File: src/sv/lc3x_pkg.sv
// shared types, codes and helpers of the lc3 subset execute core
package lc3x_pkg;

  // default memory address width (words = 2**bits)
  localparam int unsigned MEM_ADDR_BITS_DEF = 16;

  // decoupling queue between the decode and execute sides
  localparam int unsigned QDEPTH = 2;
  localparam int unsigned QPTR_W = (QDEPTH > 1) ? $clog2(QDEPTH) : 1;
  localparam int unsigned QCNT_W = $clog2(QDEPTH + 1);

  // request kinds on the input channel
  localparam logic [1:0] REQ_EXEC = 2'd0;
  localparam logic [1:0] REQ_MEM  = 2'd1;
  localparam logic [1:0] REQ_REG  = 2'd2;

  // register preload targets above the general registers
  localparam logic [3:0] SEL_PC = 4'd8;
  localparam logic [3:0] SEL_CC = 4'd9;

  // opcodes in bits 15..12
  localparam logic [3:0] OP_BR  = 4'd0;
  localparam logic [3:0] OP_ADD = 4'd1;
  localparam logic [3:0] OP_LD  = 4'd2;
  localparam logic [3:0] OP_ST  = 4'd3;
  localparam logic [3:0] OP_AND = 4'd5;
  localparam logic [3:0] OP_LDR = 4'd6;
  localparam logic [3:0] OP_STR = 4'd7;
  localparam logic [3:0] OP_NOT = 4'd9;
  localparam logic [3:0] OP_LDI = 4'd10;
  localparam logic [3:0] OP_STI = 4'd11;
  localparam logic [3:0] OP_LEA = 4'd14;

  // condition codes
  localparam logic [2:0] CC_N = 3'b100;
  localparam logic [2:0] CC_Z = 3'b010;
  localparam logic [2:0] CC_P = 3'b001;

  // what the execute side has to do with a word
  typedef enum logic [3:0] {
    K_ADD,
    K_AND,
    K_NOT,
    K_LEA,
    K_LD,
    K_LDI,
    K_LDR,
    K_ST,
    K_STI,
    K_STR,
    K_BR,
    K_MEMLD,
    K_REGLD,
    K_PCLD,
    K_CCLD,
    K_BAD
  } kind_t;

  // decoded word handed from front to back
  typedef struct packed {
    kind_t       kind;
    logic [2:0]  r1;       // destination, store source or nzp mask
    logic [2:0]  r2;       // base or first source
    logic [2:0]  r3;       // second source register
    logic        use_imm;
    logic [15:0] imm;      // sign-extended immediate or offset
    logic [15:0] addr;     // preload address
    logic [15:0] value;    // preload value
  } op_t;

  // execute side sequencer
  typedef enum logic [2:0] {
    ST_IDLE,
    ST_EXEC,
    ST_RD1,
    ST_RD2,
    ST_OUT
  } state_t;

  // n, z or p from a written value
  function automatic logic [2:0] cc_of(input logic [15:0] v);
    logic [2:0] r;
    if (v == 16'd0) begin
      r = CC_Z;
    end else if (v[15]) begin
      r = CC_N;
    end else begin
      r = CC_P;
    end
    return r;
  endfunction

endpackage

File: src/sv/lc3x_queue.sv
// short fifo of decoded words between front and back
module lc3x_queue (
  input  logic          clk,
  input  logic          rst,
  input  logic          push,
  input  lc3x_pkg::op_t push_data,
  output logic          full,
  input  logic          pop,
  output lc3x_pkg::op_t pop_data,
  output logic          empty
);
  import lc3x_pkg::*;

  op_t               slots [QDEPTH];
  logic [QPTR_W-1:0] wr_ptr;
  logic [QPTR_W-1:0] rd_ptr;
  logic [QCNT_W-1:0] count;
  logic              do_push;
  logic              do_pop;

  assign full     = (count == QCNT_W'(QDEPTH));
  assign empty    = (count == '0);
  assign do_push  = push && !full;
  assign do_pop   = pop && !empty;
  assign pop_data = slots[rd_ptr];

  // storage
  always_ff @(posedge clk) begin
    if (do_push) begin
      slots[wr_ptr] <= push_data;
    end
  end

  // pointers and fill level
  always_ff @(posedge clk) begin
    if (rst) begin
      wr_ptr <= '0;
      rd_ptr <= '0;
      count  <= '0;
    end else begin
      if (do_push) begin
        wr_ptr <= (wr_ptr == QPTR_W'(QDEPTH - 1)) ? '0 : wr_ptr + 1'b1;
      end
      if (do_pop) begin
        rd_ptr <= (rd_ptr == QPTR_W'(QDEPTH - 1)) ? '0 : rd_ptr + 1'b1;
      end
      unique case ({do_push, do_pop})
        2'b10:   count <= count + 1'b1;
        2'b01:   count <= count - 1'b1;
        default: count <= count;
      endcase
    end
  end

endmodule

File: config.mk
export PLATFORM = sky130hd
export DESIGN_NAME = lc3x_queue
export DESIGN_NICKNAME = d
export VERILOG_FILES = /design/src/sv/lc3x_pkg.sv /design/src/sv/lc3x_queue.sv
export SDC_FILE = /design/constraint.sdc
export NUM_CORES = 1
export LEC_CHECK = 0
export BUFFER_PORTS_ARGS = -buffer_cell sky130_fd_sc_hd__buf_4
export CAP_MARGIN = 20
export CORE_MARGIN = 2
export CORE_UTILIZATION = 28
export CTS_BUF_LIST = sky130_fd_sc_hd__clkbuf_4 sky130_fd_sc_hd__clkbuf_8
export CTS_CLUSTER_DIAMETER = 30
export DETAILED_ROUTE_END_ITERATION = 10
export PLACE_DENSITY = 0.59
export SLEW_MARGIN = 15
export SYNTH_ARGS = -nofsm -noshare
export SYNTH_HDL_FRONTEND = slang
export SYNTH_SLANG_ARGS = --single-unit
File: constraint.sdc
create_clock -name clk -period 7.2 [get_ports clk]
set_clock_uncertainty 0.1 [all_clocks]
set_input_delay 1.44 -clock clk [delete_from_list [all_inputs] [get_ports clk]]
set_output_delay 1.44 -clock clk [all_outputs]
set_load 0.02 [all_outputs]
**Word-level counts from Yosys, hierarchy flattened**

Memories as Yosys holds them, arrays and structs flattened. A register that Yosys moved wholly into a read port is not among the register bits.
Index checks and enable logic that the tools add are counted.

- Bits in registers: 4
- Memory bits (writable): 124
- Input bits: 66
- Output and inout port bits: 64
- Logic and storage cells: 24
- Memories kept: 1

- $add $sub $neg: 4
- Eq/ne operators: 3
- Muxes and demuxes: 7
- Reduce and logical (&&, ||, !) cells: 6

Memory list:

| memory | depth | width | rd ports | clocked after memory_dff | wr ports | line | source |
|---|---|---|---|---|---|---|---|
| slots | 2 | 62 | 1 | 1 | 1 | lc3x_queue.sv:14 | `op_t slots [QDEPTH];` |

Operators by type and width:

| operator | count |
|---|---|
| 1-bit two-way mux | 6 |
| 2-bit == test (second input constant) | 2 |
| 2-bit case mux with 2 select lines | 1 |
| 1-bit adder (second input constant) | 2 |
| 2-bit by 1-bit adder with 2-bit output (second input constant) | 1 |
| 2-bit by 1-bit == test with 1-bit output (second input constant) | 1 |
| 1-bit logical AND | 2 |
| 1-bit zero test | 2 |
| 2-bit zero test | 1 |
| 2-bit nonzero test | 1 |
| 2-bit by 1-bit subtractor with 2-bit output (second input constant) | 1 |

**Longest topological paths before layout**

- Depth in word-level cells: 5
- Gate-level depth with buffers: 6
- Mapped depth without buffers: 6

**Worst setup path before layout**

Ideal clock, no wire load.

- Path kind: input to register
- Start: input push
- End: memory slots[0][0] (netlist bit) (enable)
- Library setup time: 0.416 ns
- Data arrival time: 3.047 ns
- Data required time: 6.684 ns
- Setup slack: 3.637 ns
- Stages: 3
- Path buffers: 0
- Cells stage by stage: inv_1 or3_1 inv_1

- Cells in the longest elaborated chain, start to end: 3

RTL lines:

| what | line | source |
|---|---|---|
| start, declared | lc3x_queue.sv:5 | `input logic push,` |
| 1-bit logical AND | lc3x_queue.sv:23 | `assign do_push = push && !full;` |
| 1-bit two-way mux | lc3x_queue.sv:29 | `if (do_push) begin` |
| 1-bit two-way mux (implied by the code) | lc3x_queue.sv:30 | `slots[wr_ptr] <= push_data;` |
| end, declared | lc3x_queue.sv:14 |  |

No other way between the ends.

==> results.py <==
metrics = {
    "cells_and_area": {
        "multi_input_area_sq_um": 812.0,
        "antenna_cells": 0,
        "seqCellArea_sq_mm": 0.003827,
        "nets": 429,
        "synthToLayoutAreaGrowth_pct": 33.36,
        "nFillCells": 1572,
        "layout-drive-gt1-share_pct": 61.33,
        "utilization_pct": 37.91,
    },
    "synth": {
        "syn-instance-count": 219,
        "synth_area_sq_mm": 0.004681,
        "yosys_warnings": 0,
        "syn_avg_cell_area_sq_um": 21.37,
        "yosys.area.top_type": "edfxtp_1",
        "ys_ff_latch": 129,
        "yosys.area.top_type_share_pct": 79.55,
        "yosys-top-cells-area": "edfxtp_1, mux2_2, dfxtp_1",
        "synth_cell_types": 17,
        "syn-num-nets": 286,
        "synth-seq-area-share_pct": 81.69,
    },
    "placed_design": {
        "place_congestion": 0.6694,
        "numPortBuffers": 129,
        "dpl.hpwl_mm": 5.569,
    },
    "clock_network": {
        "cts_buffer_depth": 2,
        "cts_tree": "built",
        "cts_sinks": 129,
        "ctsHoldBuffers": 0,
        "cts_buffers": 17,
        "post_cts_resized": 0,
        "clk_transition_reported_paths_ps": 70,
        "clock_latency_ps": 420,
        "root_buffer": "clkbuf_8",
        "htreeDepth": 4,
        "postCtsSetupBuffers": 0,
    },
    "worst_setup_path": {
        "rrSetupSlack_ps": 4720,
        "cp-start-kind": "register",
        "setup.worst_path.class": "register to output pin",
        "slowest_stage": "dfxtp_4",
        "path_buf_inv": 1,
        "worstPathMaxFanout": 62,
        "max_stage_delay_ps": 890,
        "crit_cells": 2,
        "critPathCaptureType": "output pin",
        "worst-r2r-cell-count": 5,
        "crit_family": "flip-flops",
        "path_cells": "mux2_2, buf_4",
        "regToRegStartpoint": "count[0]",
        "cp.arrival_ps": 1990,
        "crit_required_ps": 5660,
        "regToRegEndpoint": "slots[0][14]",
    },
    "sta": {
        "finalHoldViolations": 0,
        "final_max_slew_viol_count": 0,
        "max_freq_mhz": 283.2,
        "maxSlewHeadroom_pct": 40.89,
        "fin_setup_tns_ps": 0,
        "rsz0062_at_grt": "no",
        "finalSetupViolCount": 0,
        "fin_crit_sh_pct": 49.04,
        "worst-slew-pin-transition_ps": 886.6,
        "holdWs_ps": 388.6,
        "finalCriticalPeriod_ps": 3531,
    },
    "floorplan": {
        "die-area_sq_mm": 0.01777,
        "num_rows": 47,
        "start_util_pct": 28.43,
        "fp.dieW_microns": 133.3,
        "ios": 130,
        "die_y_microns": 133.3,
        "core-area_sq_mm": 0.01647,
    },
    "power_and_ir_drop": {
        "power.leakage_nw": 2.308,
        "power_density_mw_per_mm2": 353.8,
        "irDropWorstVdd_uv": 155.5,
    },
    "global_routing": {
        "antenna_found_initial": 0,
        "grt_pass1_vias": 2686,
        "overflow": 0,
        "grt.total_usage_pct": 10.60,
        "grt_pass1_wl_mm": 13.86,
        "grt_max_degree": 63,
    },
    "route": {
        "ant_nets": 0,
        "first_iter_violations": 111,
        "drt_wl_total_mm": 8.984,
        "post_drt_wl_per_cell_microns": 15.10,
        "detail_route.vias_per_cell": 4.192,
        "drc_errors": 0,
        "first_pass_iters": 4,
        "vias": 2494,
    },
    "worst_hold_path": {
        "worstHoldPathCells": 2,
        "worstHoldEndpoint": "wr_ptr",
        "min_from": "wr_ptr",
        "hold_class": "register to register",
    },
    "run": {
        "cap_viol_max_count": 0,
    },
    "status": {
        "outcome": "complete, no violations",
    },
}
==> layout by cell type (no fill, tap or decap) <==
cell and n:
mux2_2 62, a21oi_1 2, buf_4 131, xor2_1 1
o21ai_0 2, or3_1 2, ha_1 1, clkbuf_8 18
nor2_1 4, and3_2 1, nand2b_2 1, inv_2 2
clkinv_2 8, dfxtp_1 4, xnor2_1 2, dfxtp_4 1
nand2_1 1, edfxtp_1 124, clkbuf_4 6, o21a_1 1
inv_1 1
==> kinds of logic (layout without fill, tap and decap cells) <==
kind of cell	after synthesis	in the layout	synth area share, %
DFF	129	129	81.69
buffers and inverters	10	166	0.9889
AOI/OAI and AO/OA	5	5	0.5882
muxes	62	62	14.92
and+or+nand+nor	9	9	0.9889
xor gates and xnor gates	3	3	0.5614
adders and majority gates	1	1	0.2673
==> tightest hold or removal path, delay by kind of cell, from the launching register on <==
family / cells / cell delay (ps)
AO/OA/AOI/OAI: 2 / 130
flip-flops: 1 / 320
==> through the flow <==
step                      setup slack, ps  instances  power (mW)  instance area, sq um
after floorplan                      3637        219       1.432                  4681
after global placement               3700        563       1.716                  5909
after detailed placement             3666        563       1.724                  5909
after CTS                            3588        595       2.258                  6242
after global routing                 3524        595       2.329                  6242
final                                3669        595       2.208                  6242
==> sequential cells by signal, indices dropped and copies added, names as in the netlist, named ones only <==
register	cells
slots	124
count	2
rd_ptr	1
wr_ptr	1
==> synth_stat cells <==
master    number
o21a_1         1
xor2_1         1
buf_2          7
and3_1         1
o21ai_0        2
inv_2          1
a21oi_1        2
dfxtp_1        5
nand2_1        1
edfxtp_1     124
xnor2_1        2
inv_1          2
nand2b_2       1
nor2_1         4
or3_1          2
ha_1           1
mux2_2        62
==> worst max path at each step <==
stage / slack [ps] / from / to
6_report: 3670 / register / pop_data[1]
4_1_cts: 3590 / register / pop_data[1]
3_5_place_dp: 3670 / push / slots[0][11]
5_1_grt: 3520 / register / pop_data[46]
3_3_place_gp: 3700 / push / slots[0][20]
2_1_floorplan: 3640 / push / slots[0][0]
==> per-layer routing <==
layer | wire [microns] | vias up | track usage [%]
met5 | 0 | - | 0
met4 | 99 | 0 | 4.078
met3 | 664 | 9 | 5.061
met2 | 4593 | 97 | 17.81
met1 | 3627 | 1246 | 11.63
li1 | - | 1142 | -
==> cell type report <==
cell class	instances	share of cell area, %
sequential	129	61.31
timing repair buffer	131	15.75
multi-input combinational	80	13.01
clock buffer	24	4.690
tap	220	4.410
clock inverter	8	0.6414
inverter	3	0.1804
==> report_power, final <==
part / internal, mW / total, mW / switching (mW)
Clock: 0.265 / 0.519 / 0.254
Combinational: 0.324 / 0.659 / 0.335
Sequential: 0.949 / 1.03 / 0.0809
Total: 1.54 / 2.21 / 0.670
Power figures use the tool's default switching activity.
