**src/sv/lc3x_pkg.sv**
```systemverilog
// shared types, codes and helpers of the lc3 subset execute core
package lc3x_pkg;

  // default memory address width (words = 2**bits)
  localparam int unsigned MEM_ADDR_BITS_DEF = 16;

  // decoupling queue between the decode and execute sides
  localparam int unsigned QDEPTH = 2;
  localparam int unsigned QPTR_W = (QDEPTH > 1) ? $clog2(QDEPTH) : 1;
  localparam int unsigned QCNT_W = $clog2(QDEPTH + 1);

  // request kinds on the input channel
  localparam logic [1:0] REQ_EXEC = 2'd0;
  localparam logic [1:0] REQ_MEM  = 2'd1;
  localparam logic [1:0] REQ_REG  = 2'd2;

  // register preload targets above the general registers
  localparam logic [3:0] SEL_PC = 4'd8;
  localparam logic [3:0] SEL_CC = 4'd9;

  // opcodes in bits 15..12
  localparam logic [3:0] OP_BR  = 4'd0;
  localparam logic [3:0] OP_ADD = 4'd1;
  localparam logic [3:0] OP_LD  = 4'd2;
  localparam logic [3:0] OP_ST  = 4'd3;
  localparam logic [3:0] OP_AND = 4'd5;
  localparam logic [3:0] OP_LDR = 4'd6;
  localparam logic [3:0] OP_STR = 4'd7;
  localparam logic [3:0] OP_NOT = 4'd9;
  localparam logic [3:0] OP_LDI = 4'd10;
  localparam logic [3:0] OP_STI = 4'd11;
  localparam logic [3:0] OP_LEA = 4'd14;

  // condition codes
  localparam logic [2:0] CC_N = 3'b100;
  localparam logic [2:0] CC_Z = 3'b010;
  localparam logic [2:0] CC_P = 3'b001;

  // what the execute side has to do with a word
  typedef enum logic [3:0] {
    K_ADD,
    K_AND,
    K_NOT,
    K_LEA,
    K_LD,
    K_LDI,
    K_LDR,
    K_ST,
    K_STI,
    K_STR,
    K_BR,
    K_MEMLD,
    K_REGLD,
    K_PCLD,
    K_CCLD,
    K_BAD
  } kind_t;

  // decoded word handed from front to back
  typedef struct packed {
    kind_t       kind;
    logic [2:0]  r1;       // destination, store source or nzp mask
    logic [2:0]  r2;       // base or first source
    logic [2:0]  r3;       // second source register
    logic        use_imm;
    logic [15:0] imm;      // sign-extended immediate or offset
    logic [15:0] addr;     // preload address
    logic [15:0] value;    // preload value
  } op_t;

  // execute side sequencer
  typedef enum logic [2:0] {
    ST_IDLE,
    ST_EXEC,
    ST_RD1,
    ST_RD2,
    ST_OUT
  } state_t;

  // n, z or p from a written value
  function automatic logic [2:0] cc_of(input logic [15:0] v);
    logic [2:0] r;
    if (v == 16'd0) begin
      r = CC_Z;
    end else if (v[15]) begin
      r = CC_N;
    end else begin
      r = CC_P;
    end
    return r;
  endfunction

endpackage

```
**src/sv/lc3x_ifs.sv**
```systemverilog
// valid/ready channel interfaces for requests and responses
interface lc3x_req_if;
  logic        valid;
  logic        ready;
  logic [1:0]  req_type;
  logic [15:0] instr_word;
  logic [15:0] load_address;
  logic [15:0] load_value;
  logic [3:0]  reg_select;

  modport source (
    output valid, req_type, instr_word, load_address, load_value, reg_select,
    input  ready
  );
  modport sink (
    input  valid, req_type, instr_word, load_address, load_value, reg_select,
    output ready
  );
endinterface


```
**src/sv/lc3x_front.sv**
```systemverilog
// front side: accepts request words and decodes them into queue entries
module lc3x_front (
  lc3x_req_if.sink     req,
  input  logic         full,
  output logic         push,
  output lc3x_pkg::op_t push_data
);
  import lc3x_pkg::*;

  logic [3:0]  opc;
  logic [15:0] imm5;
  logic [15:0] off6;
  logic [15:0] off9;

  // take a word whenever the queue has room
  assign req.ready = !full;
  assign push      = req.valid && !full;

  // immediate fields
  assign opc  = req.instr_word[15:12];
  assign imm5 = {{11{req.instr_word[4]}}, req.instr_word[4:0]};
  assign off6 = {{10{req.instr_word[5]}}, req.instr_word[5:0]};
  assign off9 = {{7{req.instr_word[8]}}, req.instr_word[8:0]};

  // classify the word
  always_comb begin
    push_data.r1      = req.instr_word[11:9];
    push_data.r2      = req.instr_word[8:6];
    push_data.r3      = req.instr_word[2:0];
    push_data.use_imm = req.instr_word[5];
    push_data.imm     = off9;
    push_data.addr    = req.load_address;
    push_data.value   = req.load_value;
    push_data.kind    = K_BAD;
    unique case (req.req_type)
      REQ_EXEC: begin
        unique case (opc)
          OP_ADD: begin
            push_data.kind = K_ADD;
            push_data.imm  = imm5;
          end
          OP_AND: begin
            push_data.kind = K_AND;
            push_data.imm  = imm5;
          end
          OP_NOT: push_data.kind = K_NOT;
          OP_LEA: push_data.kind = K_LEA;
          OP_LD:  push_data.kind = K_LD;
          OP_LDI: push_data.kind = K_LDI;
          OP_LDR: begin
            push_data.kind = K_LDR;
            push_data.imm  = off6;
          end
          OP_ST:  push_data.kind = K_ST;
          OP_STI: push_data.kind = K_STI;
          OP_STR: begin
            push_data.kind = K_STR;
            push_data.imm  = off6;
          end
          OP_BR:  push_data.kind = K_BR;
          default: push_data.kind = K_BAD;
        endcase
      end
      REQ_MEM: push_data.kind = K_MEMLD;
      REQ_REG: begin
        if (!req.reg_select[3]) begin
          push_data.kind = K_REGLD;
          push_data.r1   = req.reg_select[2:0];
        end else if (req.reg_select == SEL_PC) begin
          push_data.kind = K_PCLD;
        end else if (req.reg_select == SEL_CC) begin
          // only the three flag bits survive
          push_data.kind  = K_CCLD;
          push_data.value = {13'd0, req.load_value[2:0]};
        end else begin
          push_data.kind = K_BAD;
        end
      end
      default: push_data.kind = K_BAD;
    endcase
  end

endmodule

```
**src/flat_wrapper.sv**
```systemverilog
// flat-port wrapper written by rule: the top's interface ports become plain ports
module lc3x_front_flat import lc3x_pkg::*;
  (full, push, push_data, req_valid, req_req_type, req_instr_word, req_load_address, req_load_value, req_reg_select, req_ready);
  lc3x_req_if req_i ();
  input  logic full;
  output logic push;
  output lc3x_pkg::op_t push_data;
  input wire logic [$bits(req_i.valid)-1:0] req_valid;
  input wire logic [$bits(req_i.req_type)-1:0] req_req_type;
  input wire logic [$bits(req_i.instr_word)-1:0] req_instr_word;
  input wire logic [$bits(req_i.load_address)-1:0] req_load_address;
  input wire logic [$bits(req_i.load_value)-1:0] req_load_value;
  input wire logic [$bits(req_i.reg_select)-1:0] req_reg_select;
  output wire logic [$bits(req_i.ready)-1:0] req_ready;
  assign req_i.valid = req_valid;
  assign req_i.req_type = req_req_type;
  assign req_i.instr_word = req_instr_word;
  assign req_i.load_address = req_load_address;
  assign req_i.load_value = req_load_value;
  assign req_i.reg_select = req_reg_select;
  assign req_ready = req_i.ready;
  lc3x_front u_core (.req(req_i), .full(full), .push(push), .push_data(push_data));
endmodule
```
**config.mk**
```make
export PLATFORM = sky130hd
export DESIGN_NAME = lc3x_front_flat
export DESIGN_NICKNAME = d
export VERILOG_FILES = /design/src/sv/lc3x_pkg.sv /design/src/sv/lc3x_ifs.sv /design/src/sv/lc3x_front.sv /design/src/flat_wrapper.sv
export SDC_FILE = /design/constraint.sdc
export NUM_CORES = 1
export LEC_CHECK = 0
export BUFFER_PORTS_ARGS = -buffer_cell sky130_fd_sc_hd__buf_2
export CAP_MARGIN = 20
export CORE_MARGIN = 8
export CORE_UTILIZATION = 30
export DETAILED_ROUTE_END_ITERATION = 7
export PLACE_DENSITY = 0.83
export SKIP_LAST_GASP = 1
export SLEW_MARGIN = 20
export SYNTH_ARGS = -nofsm -noshare
export SYNTH_HDL_FRONTEND = slang
export SYNTH_SLANG_ARGS = --single-unit
```
**constraint.sdc**
```tcl
create_clock -name vclk -period 1.8
set_clock_uncertainty 0.15 [all_clocks]
set_input_delay 0.27 -clock vclk [all_inputs]
set_output_delay 0.27 -clock vclk [all_outputs]
set_load 0.02 [all_outputs]
```
=== Word-level counts from Yosys, hierarchy flattened ===
Cells that the tools add are included.

* Flip-flop bits (word level): 0
* Input bits: 56
* Output and inout bits: 64

* Equality and inequality tests: 14
* Muxes and demuxes: 13
* Reductions and logical operators: 6

{| class="wikitable"
|+ Operators with widths
! cell !! number
|-
| 16-bit 2-to-1 mux || 5
|-
| 4-bit one-hot mux with 11 select lines || 1
|-
| 16-bit one-hot mux with 2 select lines || 1
|-
| 4-bit equality test, second input constant || 6
|-
| 4-bit by 3-bit equality test with 1-bit output, second input constant || 3
|-
| 4-bit one-hot mux with 3 select lines || 1
|-
| 4-bit by 2-bit equality test with 1-bit output, second input constant || 2
|-
| 3-bit 2-to-1 mux || 2
|-
| 4-bit by 1-bit equality test with 1-bit output, second input constant || 1
|-
| 4-bit logical NOT || 1
|-
| 4-bit 2-to-1 mux || 1
|-
| 2-bit OR reduction || 2
|-
| 2-bit by 1-bit equality test with 1-bit output, second input constant || 1
|-
| 2-bit equality test, second input constant || 1
|-
| 2-bit logical NOT || 1
|-
| 2-bit 2-to-1 mux || 1
|-
| 1-bit logical AND || 1
|-
| 1-bit logical NOT || 1
|-
| 1-bit 2-to-1 mux || 1
|}

=== Longest topological paths before layout ===
Gate-level depths: netlist of the first run.

* Depth in word-level cells: 5
* Gate-level depth with buffers: 6
* Mapped depth without buffers: 5

=== Worst setup path after synthesis of the first run ===
Ideal clock, no wire load.

* Path kind: input to output
* From: input req_instr_word[14]
* To: output push_data[41] in the netlist's numbering
* Arrival time: 1299 ps
* Required time: 1380 ps
* Slack: 81 ps
* Stages on the path: 5
* Path buffers: 2
* Cell sequence: buf_2 > and2_1 > o21bai_1 > a21o_1 > buf_4

{| class="wikitable"
|+ RTL lines
! item !! RTL line !! RTL
|-
| from (decl) || flat_wrapper.sv:10 || <nowiki>input wire logic [$bits(req_i.instr_word)-1:0] req_instr_word;</nowiki>
|-
| to (decl) || flat_wrapper.sv:7 || <nowiki>output lc3x_pkg::op_t push_data;</nowiki>
|}

==> impl_metrics.json, run 1 <==
{
  "timing.critical_path.from": "req_req_type[1]",
  "max_cap_viol_count": 0,
  "dr_total_vias": 766,
  "port_buffers": 71,
  "grt_overflow": 0,
  "critPathMaxFanout": 3,
  "worst_hold_path_type": "in -> out",
  "finish.instance_area_sq_um": 898,
  "tightestPinTransition_ns": 0.236,
  "ys_top_cells_by_area": "buf_4 39%, nor2b_1 13%, mux2_1 7.6%",
  "syn-mean-instance-area_sq_um": 7.38,
  "antenna_violations_before_repair": 0,
  "floorplan.core_area_sq_mm": 0.00241,
  "cp-endpoint": "push_data[37]",
  "n_fill_cell": 263,
  "post_synthesis_cell_count": 101,
  "ant_nets": 0,
  "timing.final.crit_period_ns": 1.75,
  "rsz0062_at_grt": "true",
  "ys_warn_count": 0,
  "final.clkbuf_count": 0,
  "layout.area.seq_sq_um": 0,
  "dp.final_hpwl_mm": 2.26,
  "timing.setup.critical_path_class": "in -> out",
  "num_antenna_cells": 0,
  "gpl.final_weighted_congestion": 0.946,
  "global_route.peak_usage_layer": "met2",
  "detail_route.vias_per_cell": 4.59,
  "finalNetCount": 199,
  "outcome": "finished, final reports clean",
  "yosysSeqAreaShare_pct": 0,
  "finalWirelength_mm": 2.51,
  "leakagePower_nw": 0.492,
  "drv_slew": 0,
  "drcViolationCount": 0,
  "post-synth-top-area-cell": "buf_4",
  "yosys.area.top_type_share_pct": 39.3,
  "grt.total_usage_pct": 10.2,
  "power_uw": 261,
  "yosysUniqueCellTypes": 29,
  "worst_slew_margin_rel_pct": 84.3,
  "grt_util_met2_pct": 18.3,
  "ioPinCount": 120,
  "final_critical_path_setup_slack_ns": 0.0473,
  "number_of_standard_cell_rows_in_the_floorplan": 18,
  "sequential_cell_total": 0,
  "gr-usage-met1_pct": 9.77,
  "area_overhead_of_the_layout_relative_to_synthesis_pct": 20.5,
  "layout-drive-gt1-share_pct": 62.0,
  "die_width_um": 65.9,
  "grt_pass1_vias": 806,
  "mappedNetlistArea_sq_um": 746,
  "placedInstanceArea_sq_um": 867,
  "power.density_mw_per_mm2": 291,
  "grt_pass1_wl_mm": 3.70,
  "period_share_pct": 97.4,
  "pre_cts_ws_ns": -0.0597,
  "dieHeight_um": 65.9,
  "final.hold.worst_slack_ns": 0.390,
  "critPathCaptureType": "output port",
  "maximum_number_of_pins_on_one_net_before_global_route_repair": 14,
  "synth_fp_nets": 161,
  "finalHoldViolCount": 0,
  "worst_ir_drop_vdd_v": 0.000135,
  "initial_core_util_pct": 30.9,
  "sum_of_negative_setup_slack_ns": 0,
  "grt_met3_use_pct": 4.41,
  "start_kind": "input pin",
  "cts_hold_repair.buffers": 0,
  "first_iter_violations": 15,
  "avgRoutedWirePerCell_um": 15.0,
  "drt_pass1_iterations": 4,
  "finish_stage_setup_viols": 0,
  "max_clock_freq_mhz": 571,
  "critPathRequiredTime_ns": 1.38,
  "cp_data_arrival_time_ns": 1.33,
  "die-area_sq_mm": 0.00434
}
Yosys cell counts:
library cell,instances
o211ai_1,2
nor3b_1,1
a221oi_1,1
nor2b_2,1
nand2b_1,3
nand2_1,2
nor2b_1,15
xor2_1,1
nor2_1,1
a311o_1,1
a21oi_1,2
o221ai_1,1
o21ai_1,1
or3_1,1
a21o_1,3
ha_1,4
nor3_1,2
nand3_1,1
buf_4,39
buf_2,1
xnor2_1,1
and2b_1,1
o21bai_1,1
nor3b_2,1
and2_1,1
nand3b_1,3
mux2_1,5
buf_6,1
inv_1,4
layout make-up:
| type | count | area, sq um | area share [%] |
|---|---|---|---|
| Multi-Input combinational cell | 56 | 440 | 49.0 |
| Timing Repair Buffer | 77 | 405 | 45.1 |
| Tap cell | 30 | 37.5 | 4.18 |
| Inverter | 4 | 15.0 | 1.67 |
layer usage:
layer,routed length (um),vias to the layer above
li1,-,367
met1,819,307
met2,1070,77
met3,514,15
met4,106,0
met5,0,-
placed cells by master (no fill, tap or decap), types with 3 or more instances in the layout:
master and n:
a21o_1 3, buf_2 69, buf_4 8, ha_1 3, inv_2 3, mux2_1 5
nand2b_1 3, nand3b_1 3, nor2b_1 15
logic make-up after synthesis:
group	share of synthesized area, %
AO/OA/AOI/OAI	11.7
buffers and inverters	43.5
adder cells (fa/ha/maj)	6.71
AND/OR/NAND/NOR	28.2
multiplexers	7.55
XOR/XNOR	2.35
worst min path at each step:
stage                         startpoint             to  slack (ns)  depth (start not counted)
finish              req_load_address[10]  push_data[26]        0.39                          0
global route        req_load_address[12]  push_data[28]        0.39                          0
CTS                    req_load_value[0]   push_data[0]        0.39                          0
detailed placement     req_load_value[0]   push_data[0]        0.39                          0
global placement       req_load_value[0]   push_data[0]        0.39                          0
floorplan                           full      req_ready        0.47                          1
timing repair:
action | in CTS | in global routing
setup buffers | 1 | 0
setup endpoints to repair | 14 | 22
gates resized for setup | 7 | 3
pin swaps | 2 | 2
critical path, cell delays in order:
cell and delay [ns]:
buf_2 0.12, inv_2 0.08, ha_4 0.15, inv_2 0.05, nor3b_2 0.17, mux2_1 0.33
buf_4 0.16
power by group:
| group | total (mW) | switching (mW) | internal [mW] |
|---|---|---|---|
| Combinational | 0.261 | 0.151 | 0.110 |
| Sequential | 0 | 0 | 0 |
| Clock | 0 | 0 | 0 |
per-stage QoR:
stage / std cells / util (%)
CTS: 167 / 37.0
global placement: 166 / 36.0
global route: 167 / 37.3
finish: 167 / 37.3
floorplan: 101 / -
detailed placement: 166 / 36.0
(Power assumes the default switching activity.)
==> run 2, diff against run 1 <==
--- a/config.mk
+++ b/config.mk
@@ -7,10 +7,12 @@
 export LEC_CHECK = 0
 export BUFFER_PORTS_ARGS = -buffer_cell sky130_fd_sc_hd__buf_2
 export CAP_MARGIN = 20
+export CELL_PAD_IN_SITES_DETAIL_PLACEMENT = 0
+export CELL_PAD_IN_SITES_GLOBAL_PLACEMENT = 1
 export CORE_MARGIN = 8
-export CORE_UTILIZATION = 30
+export CORE_UTILIZATION = 17
 export DETAILED_ROUTE_END_ITERATION = 7
-export PLACE_DENSITY = 0.83
+export PLACE_DENSITY = 0.92
 export SKIP_LAST_GASP = 1
 export SLEW_MARGIN = 20
 export SYNTH_ARGS = -nofsm -noshare
==> impl_metrics.json, run 2 (same netlist as run 1, synthesis figures left out) <==
{
  "m1WireLength_um": 775,
  "critPathCaptureType": "output port",
  "die-area_sq_mm": 0.00676,
  "port_buffers": 71,
  "timing.final.crit_period_ns": 1.76,
  "critPathMaxFanout": 3,
  "worst_slew_margin_rel_pct": 81.9,
  "max_clock_freq_mhz": 569,
  "finish_stage_setup_viols": 0,
  "dr_wl_met2_mm": 1.20,
  "antenna_violations_before_repair": 0,
  "drcViolationCount": 0,
  "timing.setup.critical_path_class": "in -> out",
  "finalNonFillerCells": 191,
  "period_share_pct": 97.7,
  "power.density_mw_per_mm2": 280,
  "drv_slew": 0,
  "layout-drive-gt1-share_pct": 64.0,
  "initial_core_util_pct": 17.4,
  "cts_hold_repair.buffers": 0,
  "drt_pass1_iterations": 4,
  "tightestPinTransition_ns": 0.270,
  "critPathRequiredTime_ns": 1.38,
  "layout.core_utilization_pct": 22.4,
  "wl_met3_um": 475,
  "leakagePower_nw": 0.509,
  "first_iter_violations": 5,
  "grt_overflow": 0,
  "worst_ir_drop_vdd_v": 0.0000736,
  "layout.area.seq_sq_um": 0,
  "final.clkbuf_count": 0,
  "dieHeight_um": 82.2,
  "grt_pass1_wl_mm": 3.44,
  "num_antenna_cells": 0,
  "cp_data_arrival_time_ns": 1.34,
  "dpl.cell_count": 190,
  "rsz0062_at_grt": "true",
  "most-common-layout-cells": "69 x buf_2, 15 x nor2b_1, 8 x buf_4",
  "ioPinCount": 120,
  "worst_hold_path_type": "in -> out",
  "grt_pass1_vias": 750,
  "die_width_um": 82.2,
  "dr.max_layer_used": "met3",
  "maximum_number_of_pins_on_one_net_before_global_route_repair": 14,
  "area_overhead_of_the_layout_relative_to_synthesis_pct": 29.2,
  "sequential_cell_total": 0,
  "finalHoldViolCount": 0,
  "start_kind": "input pin",
  "grt.total_usage_pct": 6.13,
  "max_cap_viol_count": 0,
  "gpl.final_weighted_congestion": 0.646,
  "whs_path_depth": 0,
  "outcome": "finished, final reports clean",
  "finalWirelength_mm": 2.45,
  "finalNetCount": 201,
  "number_of_standard_cell_rows_in_the_floorplan": 24,
  "dr_total_vias": 739,
  "detail_route.vias_per_cell": 3.87,
  "ant_nets": 0,
  "avgRoutedWirePerCell_um": 12.8,
  "floorplan.core_area_sq_mm": 0.00429,
  "final_common_cell": "buf_2",
  "dp.final_hpwl_mm": 2.26
}
## run 2: metal layers
layer,vias up,track usage [%]
li1,370,-
met1,318,6.23
met2,51,11.8
met3,0,2.27
met4,0,0.702
met5,-,0
## run 2: worst paths after layout
path	startpoint	to	slack (ns)
max	req_req_type[0]	push_data[55]	0.04
min	req_load_address[0]	push_data[16]	0.39
## run 2: repair_timing
action / in CTS / in global routing
buffers inserted: 0 / 1
endpoints found under the setup margin: 22 / 28
pin swaps: 1 / 3
gates resized for setup: 2 / 13
## run 2: stage by stage
stage	worst slack (ns)	hold slack, ns	area, sq um	total power, mW	TNS [ns]
floorplan	0.0807	0.467	746	0.252	0
global placement	-0.0594	0.390	910	0.258	-0.111
detailed placement	-0.0760	0.390	910	0.260	-0.821
CTS	-0.0564	0.390	913	0.261	-0.0564
global route	-0.0208	0.390	963	0.295	-0.177
finish	0.0417	0.390	963	0.269	0
## run 2: critical path, stage by stage
cell	delay (ns)
buf_2	0.09
inv_2	0.05
ha_1	0.22
nand2b_1	0.19
mux2_1	0.35
buf_2	0.16
## run 2: where the power goes
group,internal [mW],total [mW],leakage [nW],switching [mW]
combinational,0.116,0.269,0.509,0.153
sequential,0,0,0,0
clock,0,0,0,0
total,0.116,0.269,0.509,0.153
## run 2: layout make-up
class	instances	area [sq um]
Timing Repair Buffer	79	428
Multi-Input combinational cell	56	455
Tap cell	52	65.1
Inverter	4	15.0
Fill cell	486	3330
